<file path="src/rtl/anlf_pkg.sv">
// ----------------------------------------------------------------------------
// anlf_pkg: shared types and constants of the nibble link framer
// Result kinds, the per-item result plan and the queue geometry.
// ----------------------------------------------------------------------------
`default_nettype none

package anlf_pkg;

  // Configuration register indexes.
  localparam logic [1:0] CFG_NODE_ADDR = 2'd0;
  localparam logic [1:0] CFG_END_CHAR  = 2'd1;
  localparam logic [1:0] CFG_MODE      = 2'd2;

  // Line constants.
  localparam logic [7:0] HEADER_MARK = 8'h80;
  localparam logic [3:0] NIBBLE_TAG  = 4'h3;
  localparam logic [7:0] ESC_CHAR    = 8'h1B;

  // Result queue between the front and the back.
  localparam int unsigned QUEUE_DEPTH = 4;
  localparam int unsigned QPTR_W      = 2;

  typedef enum logic [1:0] {
    KIND_LINE  = 2'd0,
    KIND_RXBYTE = 2'd1,
    KIND_END   = 2'd2,
    KIND_ABORT = 2'd3
  } kind_e;

  typedef struct packed {
    kind_e      kind;
    logic [7:0] data;
  } res_t;

  // Up to four results that one input item causes, in output order.
  typedef struct packed {
    res_t [3:0] res;
    logic [1:0] last_idx;
  } plan_t;

endpackage

`default_nettype wire

</file>
<file path="src/rtl/anlf_front.sv">
// ----------------------------------------------------------------------------
// anlf_front: item classification and framing state
// Accepts one item a cycle unless stalled, updates the link state and builds its result plan.
// ----------------------------------------------------------------------------
`default_nettype none

module anlf_front import anlf_pkg::*; #(
  parameter int unsigned BUFFER_BYTES = 256
) (
  input  wire logic       clk_i,
  input  wire logic       rst_ni,
  input  wire logic       cfg_valid_i,
  input  wire logic [1:0] cfg_index_i,
  input  wire logic [7:0] cfg_data_i,
  input  wire logic       item_valid_i,
  input  wire logic       operation_i,
  input  wire logic [7:0] data_byte_i,
  input  wire logic       first_item_i,
  input  wire logic       last_item_i,
  input  wire logic [8:0] frame_length_i,
  input  wire logic       queue_full_i,
  output logic            item_ready_o,
  output logic            push_o,
  output plan_t           plan_o
);

  logic [6:0]  node_q;
  logic [7:0]  endc_q;
  logic        mode_q;
  logic        esc_q, esc_d;
  logic        odd_q, odd_d;
  logic [3:0]  held_q, held_d;
  logic        txd_q, txd_d;
  logic        rxd_q, rxd_d;

  logic        accept;
  logic        binary;
  logic [10:0] packet;
  logic [2:0]  n;
  logic        aborted;

  // A register write takes the cycle, so no item is taken alongside it.
  assign item_ready_o = ~queue_full_i & ~cfg_valid_i;
  assign accept       = item_valid_i & item_ready_o;
  assign binary       = mode_q & ~esc_q;
  assign packet       = binary ? (11'd2 + {1'b0, frame_length_i, 1'b0})
                               : (11'd2 + {2'b00, frame_length_i});

  always_comb begin
    plan_o  = '0;
    n       = 3'd0;
    aborted = 1'b0;
    esc_d   = esc_q;
    odd_d   = odd_q;
    held_d  = held_q;
    txd_d   = txd_q;
    rxd_d   = rxd_q;
    if (!operation_i) begin
      if (first_item_i) begin
        txd_d = (frame_length_i == 9'd0) || (32'(packet) > 32'(BUFFER_BYTES));
        if (!txd_d) begin
          plan_o.res[n[1:0]] = '{kind: KIND_LINE, data: HEADER_MARK | {1'b0, node_q}};
          n = n + 3'd1;
        end
      end
      if (!txd_d) begin
        if (binary) begin
          plan_o.res[n[1:0]] = '{kind: KIND_LINE, data: {NIBBLE_TAG, data_byte_i[7:4]}};
          n = n + 3'd1;
          plan_o.res[n[1:0]] = '{kind: KIND_LINE, data: {NIBBLE_TAG, data_byte_i[3:0]}};
          n = n + 3'd1;
        end else begin
          plan_o.res[n[1:0]] = '{kind: KIND_LINE, data: data_byte_i};
          n = n + 3'd1;
        end
        if (last_item_i) begin
          plan_o.res[n[1:0]] = '{kind: KIND_LINE, data: endc_q};
          n = n + 3'd1;
        end
      end
    end else begin
      if (first_item_i) begin
        odd_d  = 1'b0;
        held_d = 4'd0;
        rxd_d  = 1'b0;
      end
      if (!rxd_d) begin
        if (binary) begin
          if (data_byte_i[5:4] == 2'b11) begin
            if (!odd_d) begin
              held_d = data_byte_i[3:0];
            end else begin
              plan_o.res[n[1:0]] = '{kind: KIND_RXBYTE, data: {held_d, data_byte_i[3:0]}};
              n = n + 3'd1;
            end
          end else if (data_byte_i == ESC_CHAR) begin
            esc_d   = 1'b1;
            rxd_d   = 1'b1;
            aborted = 1'b1;
            plan_o.res[n[1:0]] = '{kind: KIND_ABORT, data: 8'd0};
            n = n + 3'd1;
          end
        end else begin
          plan_o.res[n[1:0]] = '{kind: KIND_RXBYTE, data: data_byte_i};
          n = n + 3'd1;
        end
        if (!aborted) begin
          odd_d = ~odd_d;
          if (last_item_i) begin
            plan_o.res[n[1:0]] = '{kind: KIND_END, data: 8'd0};
            n = n + 3'd1;
          end
        end
      end
    end
    plan_o.last_idx = 2'(n - 3'd1);
  end

  // Items that cause no result never enter the queue.
  assign push_o = accept & (n != 3'd0);

  always_ff @(posedge clk_i or negedge rst_ni) begin
    if (!rst_ni) begin
      node_q <= 7'd0;
      endc_q <= 8'd10;
      mode_q <= 1'b0;
      esc_q  <= 1'b0;
      odd_q  <= 1'b0;
      held_q <= 4'd0;
      txd_q  <= 1'b0;
      rxd_q  <= 1'b0;
    end else if (cfg_valid_i) begin
      unique case (cfg_index_i)
        CFG_NODE_ADDR: node_q <= cfg_data_i[6:0];
        CFG_END_CHAR:  endc_q <= cfg_data_i;
        CFG_MODE: begin
          mode_q <= cfg_data_i[0];
          esc_q  <= 1'b0;
        end
        default: ;
      endcase
    end else if (accept) begin
      esc_q  <= esc_d;
      odd_q  <= odd_d;
      held_q <= held_d;
      txd_q  <= txd_d;
      rxd_q  <= rxd_d;
    end
  end

endmodule

`default_nettype wire

</file>
<file path="src/rtl/anlf_queue.sv">
// ----------------------------------------------------------------------------
// anlf_queue: result plan queue
// A small first-in first-out store of result plans between front and back.
// ----------------------------------------------------------------------------
`default_nettype none

module anlf_queue import anlf_pkg::*; (
  input  wire logic  clk_i,
  input  wire logic  rst_ni,
  input  wire logic  push_i,
  input  plan_t      plan_i,
  input  wire logic  pop_i,
  output logic       full_o,
  output logic       nonempty_o,
  output plan_t      head_o
);

  plan_t             mem_q [QUEUE_DEPTH];
  logic [QPTR_W-1:0] wr_q, rd_q;
  logic [QPTR_W:0]   cnt_q;

  assign full_o     = (cnt_q == (QPTR_W + 1)'(QUEUE_DEPTH));
  assign nonempty_o = (cnt_q != '0);
  assign head_o     = mem_q[rd_q];

  always_ff @(posedge clk_i) begin
    if (push_i) begin
      mem_q[wr_q] <= plan_i;
    end
  end

  always_ff @(posedge clk_i or negedge rst_ni) begin
    if (!rst_ni) begin
      wr_q  <= '0;
      rd_q  <= '0;
      cnt_q <= '0;
    end else begin
      if (push_i) wr_q <= wr_q + 1'b1;
      if (pop_i)  rd_q <= rd_q + 1'b1;
      cnt_q <= cnt_q + (QPTR_W + 1)'(push_i) - (QPTR_W + 1)'(pop_i);
    end
  end

  a_no_overflow: assert property (@(posedge clk_i) disable iff (!rst_ni)
    !(push_i && full_o)) else $error("plan pushed into a full queue");
  a_no_underflow: assert property (@(posedge clk_i) disable iff (!rst_ni)
    !(pop_i && !nonempty_o)) else $error("plan popped from an empty queue");
  a_cnt_range: assert property (@(posedge clk_i) disable iff (!rst_ni)
    cnt_q <= (QPTR_W + 1)'(QUEUE_DEPTH)) else $error("queue fill count out of range");

endmodule

`default_nettype wire

</file>
<file path="src/rtl/anlf_back.sv">
// ----------------------------------------------------------------------------
// anlf_back: result sequencer
// Walks the head plan one result a beat into the output register.
// ----------------------------------------------------------------------------
`default_nettype none

module anlf_back import anlf_pkg::*; (
  input  wire logic  clk_i,
  input  wire logic  rst_ni,
  input  wire logic  head_valid_i,
  input  plan_t      head_i,
  output logic       pop_o,
  output logic       out_valid_o,
  input  wire logic  out_ready_i,
  output logic [1:0] out_kind_o,
  output logic [7:0] out_byte_o,
  output logic       out_last_o
);

  logic [1:0] idx_q;
  logic       valid_q;
  res_t       res_q;
  logic       last_q;
  logic       load;
  logic       at_last;

  assign load    = head_valid_i & (~valid_q | out_ready_i);
  assign at_last = (idx_q == head_i.last_idx);
  assign pop_o   = load & at_last;

  always_ff @(posedge clk_i or negedge rst_ni) begin
    if (!rst_ni) begin
      idx_q   <= 2'd0;
      valid_q <= 1'b0;
    end else if (load) begin
      valid_q <= 1'b1;
      idx_q   <= at_last ? 2'd0 : idx_q + 2'd1;
    end else if (out_ready_i) begin
      valid_q <= 1'b0;
    end
  end

  always_ff @(posedge clk_i) begin
    if (load) begin
      res_q  <= head_i.res[idx_q];
      last_q <= at_last;
    end
  end

  assign out_valid_o = valid_q;
  assign out_kind_o  = res_q.kind;
  assign out_byte_o  = res_q.data;
  assign out_last_o  = last_q;

  a_idx_in_plan: assert property (@(posedge clk_i) disable iff (!rst_ni)
    head_valid_i |-> idx_q <= head_i.last_idx) else $error("result index past plan end");
  a_idx_rewinds: assert property (@(posedge clk_i) disable iff (!rst_ni)
    pop_o |=> idx_q == 2'd0) else $error("result index not rewound after pop");
  a_pop_marks_last: assert property (@(posedge clk_i) disable iff (!rst_ni)
    pop_o |=> (valid_q && last_q)) else $error("popped plan not closed by a last beat");

endmodule

`default_nettype wire

</file>
<file path="src/rtl/addressed_nibble_link_framer_core.sv">
// ----------------------------------------------------------------------------
// addressed_nibble_link_framer_core: framed serial link codec, top level
// Front classifies items and plans results, a plan queue decouples it from
// the back, which sends one result beat per cycle while the output is ready.
// ----------------------------------------------------------------------------
// Channel   Dir  Handshake              Beat contents
// s_axis    in   tvalid/tready          one transmit or received line byte
// m_axis    out  tvalid/tready          one result (line byte, rx byte, end, abort)
// cfg       in   cfg_valid_i/ready_o    register index and write data
//
// An accepted item's plan is queued before its results load the output register.
// The output port sends one result per cycle while m_axis_tready is high.
// A binary transmit byte is two beats; header and end character add one each.
// Up to four queued plans let input beats be taken while results drain.
// Reset clears all link state; end character resets to 10.
// Input stalls when the plan queue is full or while a register write is
// presented; config is always ready.
// ----------------------------------------------------------------------------
`default_nettype none

module addressed_nibble_link_framer_core import anlf_pkg::*; #(
  parameter int unsigned BUFFER_BYTES = 256
) (
  input  wire logic        clk_i,
  input  wire logic        rst_ni,
  input  wire logic        s_axis_tvalid,
  output logic             s_axis_tready,
  input  wire logic [23:0] s_axis_tdata,  // data_byte[7:0], frame_length[16:8], zero
  input  wire logic [1:0]  s_axis_tuser,  // operation[0], first_item[1]
  input  wire logic        s_axis_tlast,
  output logic             m_axis_tvalid,
  input  wire logic        m_axis_tready,
  output logic [7:0]       m_axis_tdata,  // out_byte[7:0]
  output logic [1:0]       m_axis_tuser,  // out_kind[1:0]
  output logic             m_axis_tlast,
  input  wire logic        cfg_valid_i,
  output logic             cfg_ready_o,
  input  wire logic [1:0]  cfg_index_i,
  input  wire logic [7:0]  cfg_data_i
);

  logic  queue_full;
  logic  push;
  logic  pop;
  logic  head_valid;
  plan_t plan;
  plan_t head;

  assign cfg_ready_o = 1'b1;

  anlf_front #(
    .BUFFER_BYTES(BUFFER_BYTES)
  ) u_front (
    .clk_i         (clk_i),
    .rst_ni        (rst_ni),
    .cfg_valid_i   (cfg_valid_i),
    .cfg_index_i   (cfg_index_i),
    .cfg_data_i    (cfg_data_i),
    .item_valid_i  (s_axis_tvalid),
    .operation_i   (s_axis_tuser[0]),
    .data_byte_i   (s_axis_tdata[7:0]),
    .first_item_i  (s_axis_tuser[1]),
    .last_item_i   (s_axis_tlast),
    .frame_length_i(s_axis_tdata[16:8]),
    .queue_full_i  (queue_full),
    .item_ready_o  (s_axis_tready),
    .push_o        (push),
    .plan_o        (plan)
  );

  anlf_queue u_queue (
    .clk_i     (clk_i),
    .rst_ni    (rst_ni),
    .push_i    (push),
    .plan_i    (plan),
    .pop_i     (pop),
    .full_o    (queue_full),
    .nonempty_o(head_valid),
    .head_o    (head)
  );

  anlf_back u_back (
    .clk_i       (clk_i),
    .rst_ni      (rst_ni),
    .head_valid_i(head_valid),
    .head_i      (head),
    .pop_o       (pop),
    .out_valid_o (m_axis_tvalid),
    .out_ready_i (m_axis_tready),
    .out_kind_o  (m_axis_tuser),
    .out_byte_o  (m_axis_tdata),
    .out_last_o  (m_axis_tlast)
  );

endmodule

`default_nettype wire
</file>
<file path="config.mk">
export PLATFORM = sky130hd
export DESIGN_NAME = addressed_nibble_link_framer_core
export DESIGN_NICKNAME = d
export VERILOG_FILES = /design/src/rtl/anlf_pkg.sv /design/src/rtl/anlf_front.sv /design/src/rtl/anlf_queue.sv /design/src/rtl/anlf_back.sv /design/src/rtl/addressed_nibble_link_framer_core.sv
export SDC_FILE = /design/constraint.sdc
export NUM_CORES = 1
export LEC_CHECK = 0
export ABC_AREA = 0
export BUFFER_PORTS_ARGS = -buffer_cell sky130_fd_sc_hd__buf_2
export CAP_MARGIN = 0
export CORE_ASPECT_RATIO = 1.75
export CORE_UTILIZATION = 60
export CTS_CLUSTER_DIAMETER = 60
export CTS_CLUSTER_SIZE = 8
export DETAILED_ROUTE_END_ITERATION = 7
export HOLD_SLACK_MARGIN = 0.15
export PLACE_DENSITY = 0.79
export SYNTH_ARGS = -nofsm -noshare
export SYNTH_HDL_FRONTEND = slang
export SYNTH_SLANG_ARGS = --single-unit
</file>
<file path="constraint.sdc">
create_clock -name clk_i -period 4.8 [get_ports clk_i]
set_input_delay 0 -clock clk_i [delete_from_list [all_inputs] [get_ports clk_i]]
set_output_delay 0 -clock clk_i [all_outputs]
set_load 0.02 [all_outputs]
</file>
==> results.json <==
{
  "status": "finished, final reports clean",
  "r2r_end": "u_queue.mem_q[0][16]$_DFFE_PP_",
  "wl_per_cell_um": 22.47,
  "timing_max_transition_violations_final": 0,
  "cts_tree": "yes",
  "final.min_clock_period_ps": 3906,
  "clk_pin_slew_ps": 70,
  "compound_cell_area_share_of_the_yosys_netlist_pct": 5.637,
  "share_seq_of_total_power_pct": 45.6,
  "cellInternalPower_mw": 3.475,
  "yosys-mux-area-fraction_pct": 15.04,
  "cellLeakagePower_nw": 3.646,
  "number_of_synthesized_flops_with_an_enable_pin": 159,
  "drt_first_iter_violations": 506,
  "yosys.cell_types.count": 52,
  "routed_wl_mm": 18.83,
  "share_of_the_clock_period_used_by_the_worst_path_pct": 81.37,
  "hold_path_class": "input pin to asynchronous set/reset pin",
  "max_freq_mhz": 256.0,
  "rsz_0062_raised_after_global_routing": "no",
  "path_max_fanout": 37,
  "dominant_combinational_cell_family_by_area_after_synthesis": "multiplexers",
  "finalSetupTns_ps": 0,
  "grt_max_degree": 38,
  "source_to_sink_clock_delay_at_the_later_pin_of_the_worst_skew_pair_ps": 430,
  "synth.cell_area_sq_um": 8678,
  "irDropWorstVdd_mv": 0.2961,
  "reg2reg_slack_ps": 890,
  "worst-slew-pin-transition_ps": 1018,
  "worstSetupStartpointType": "register",
  "synthFlopType": "sky130_fd_sc_hd__edfxtp_1",
  "worst-endpoint-arrival_ps": 4020,
  "root_buffer": "sky130_fd_sc_hd__clkbuf_16",
  "timing.max_cap.violations": 0,
  "antenna_cells": 0,
  "synthesized_area_fraction_occupied_by_xor_and_xnor_cells_pct": 1.110,
  "yosys.area_share.adder_pct": 2.537,
  "clock_sink_count": 193,
  "timing.max_slew.rel_slack_pct": 32.17,
  "core-area_sq_um": 13980,
  "die_width_um": 92.91,
  "dp_hpwl_mm": 12.29,
  "fillers": 897,
  "combPwrFrac_pct": 26.2,
  "post-synth-top-area-fraction_pct": 55.02,
  "worst_ep_required_time_ps": 4920,
  "via_count_of_the_first_global_routing_pass": 5517,
  "layout-drive-gt1-share_pct": 24.81,
  "worst_setup_path_startpoint": "u_front.esc_q$_DFFE_PN0P_",
  "synth_seq_cells": 193,
  "syn-num-nets": 623,
  "cp-end-kind": "register",
  "cp-endpoint": "u_queue.mem_q[0][16]$_DFFE_PP_",
  "placement.io_buffers": 47,
  "core.rowCount": 57,
  "vias": 5364,
  "timing_hold_violations_final": 0,
  "layout_commonest_cell": "sky130_fd_sc_hd__edfxtp_1",
  "synth_simple_gate_area_share_pct": 8.247,
  "final.setup_skew_ps": 9.065,
  "synth_area_per_cell_sq_um": 15.39,
  "timing.final.setup_violations": 0,
  "synth_largest_area_cell": "sky130_fd_sc_hd__edfxtp_1",
  "synth_cells": 564,
  "place.gp.congestion": 0.9228,
  "number_of_levels_the_h_tree_was_split_into": 4,
  "worst-setup-path-type": "register to register",
  "cts_buffers": 17,
  "final_cell_mix": "159 x sky130_fd_sc_hd__edfxtp_1, 66 x sky130_fd_sc_hd__nand2_1, 47 x sky130_fd_sc_hd__buf_2, 45 x sky130_fd_sc_hd__mux4_2, 35 x sky130_fd_sc_hd__dlygate4sd3_1",
  "power.density_cell_area_nw_per_um2": 497.9,
  "antenna_found_initial": 0,
  "synth-seq-area-share_pct": 64.85,
  "synthArstFlopShare_pct": 17.62,
  "switchingPower_mw": 1.552,
  "worstRegToRegCells": 14,
  "layout-area-overhead-vs-synth_pct": 16.32,
  "antenna_left": 0,
  "globalRoute.totalOverflow": 0,
  "drc_errors": 0,
  "drtPass1Iterations": 7,
  "swShare_pct": 30.87,
  "drt-vias-per-instance": 6.401,
  "initial_utilization_pct": 62.08,
  "max-clock-path-buffers": 2,
  "first_pass_grt_wire_length_mm": 29.63,
  "io_pins": 56,
  "netlist_top_cells_area": "sky130_fd_sc_hd__edfxtp_1 55%, sky130_fd_sc_hd__mux4_2 12%, sky130_fd_sc_hd__dfrtp_1 9.2%",
  "yosys_warnings": 0,
  "share_clk_of_total_power_pct": 28.2,
  "die_y_extent_um": 161.1,
  "grtUsageTotal_pct": 27.18,
  "cts_resized": 0,
  "placement.cell_area_sq_um": 9128,
  "die_area_sq_um": 14970,
  "finalInstanceArea_sq_um": 10090,
  "r2r-start": "u_front.esc_q$_DFFE_PN0P_",
  "num-nets-final": 707
}
## layer usage
layer  up-vias  wire length [um]  track usage, %
met5         -                 0               0
met4         0               807           13.78
met3        60               786           4.284
met2       248             10220           47.56
met1      2688              7013           32.20
li1       2368                 -               -
## how the worst min path moves through the flow
stage,to,slack [ps]
after floorplan,u_back.idx_q[0]$_DFFE_PN0P_,-300
after global placement,u_queue.cnt_q[2]$_DFF_PN0_,100
after detailed placement,u_queue.cnt_q[1]$_DFF_PN0_,120
after CTS,u_back.idx_q[0]$_DFFE_PN0P_,190
after global routing,u_back.idx_q[0]$_DFFE_PN0P_,240
final,u_queue.cnt_q[1]$_DFF_PN0_,180
## area by class of cell
type | instances | area, sq um | area share (%)
Sequential cell | 193 | 5629 | 55.76
Multi-Input combinational cell | 323 | 2834 | 28.07
Timing Repair Buffer | 93 | 718.2 | 7.115
Clock buffer | 18 | 439.2 | 4.351
Tap cell | 177 | 221.5 | 2.194
Clock inverter | 14 | 177.7 | 1.760
Inverter | 20 | 75.07 | 0.7437
## critical path: stages, from the launching register on
cell,delay [ps]
sky130_fd_sc_hd__dfrtp_1,400
sky130_fd_sc_hd__nand2b_1,260
sky130_fd_sc_hd__mux2i_1,160
sky130_fd_sc_hd__nor3_1,180
sky130_fd_sc_hd__xnor2_1,90
sky130_fd_sc_hd__o21a_1,220
sky130_fd_sc_hd__ha_1,340
sky130_fd_sc_hd__and2_1,410
sky130_fd_sc_hd__nor2_1,80
sky130_fd_sc_hd__o22a_1,280
sky130_fd_sc_hd__ha_1,230
sky130_fd_sc_hd__o21ai_0,80
sky130_fd_sc_hd__a32o_1,340
sky130_fd_sc_hd__and2_1,230
sky130_fd_sc_hd__buf_12,250
## stage by stage
stage	hold slack [ps]	util, %	instances	power, mW	setup WS, ps
after CTS	187.5	72.22	838	5.059	994.7
final	181.7	72.22	838	5.026	894.1
after global placement	102.4	65.30	771	3.549	1041
after global routing	235.7	72.22	838	5.246	692.1
after floorplan	-295.6	-	564	3.239	557.1
after detailed placement	119.1	65.30	771	3.613	972.3
## power groups by stage
stage | combinational (mW) | clock [mW] | sequential [mW]
floorplan | 0.967 | 0 | 2.27
global placement | 1.24 | 0 | 2.31
detailed placement | 1.29 | 0 | 2.33
CTS | 1.33 | 1.44 | 2.29
global route | 1.43 | 1.50 | 2.32
finish | 1.32 | 1.42 | 2.29
## cell families (layout without fill, tap and decap cells)
family                     after synthesis  after routing
AOI/OAI and AO/OA                       71             71
xor gates and xnor gates                11             11
adders and majority gates               17             17
buffers and inverters                   48            145
DFF                                    193            193
muxes                                   72             72
other                                    1              1
and+or+nand+nor                        151            151
## sequential cells by signal (all words and copies together) (netlist names), 2 cells and up
| name | cells |
|---|---|
| u_queue.wr_q | 2 |
| u_back.out_kind_o | 2 |
| u_front.held_q | 4 |
| u_front.node_q | 7 |
| u_queue.mem_q | 148 |
| u_queue.cnt_q | 3 |
| u_front.endc_q | 8 |
| u_back.out_byte_o | 8 |
| u_back.idx_q | 2 |
| u_queue.rd_q | 2 |
## synth_stat cells, drive strengths merged (2+ instances only)
master   instances
nor4b            2
o21a             3
a32o             2
nand4            8
buf             15
o221ai           6
o41ai            2
nor4             3
nor3b            3
and3            15
mux2            17
nand3           10
nor3             9
a2111oi          2
nor2            21
mux4            45
nand2b           2
edfxtp         159
o21ai           14
clkbuf          13
dfrtp           32
a21oi           20
dfstp            2
ha              16
o211ai           2
and2             8
a31oi            3
nand2           66
inv             20
mux2i           10
xor2             4
xnor2            7
o221a            3
o22ai            3
a22o             5
## repair_timing
action                    CTS  global route
hold buffers               35             0
hold endpoints to repair   99             0
buffers inserted            0             0
Power figures use the tool's default switching activity.
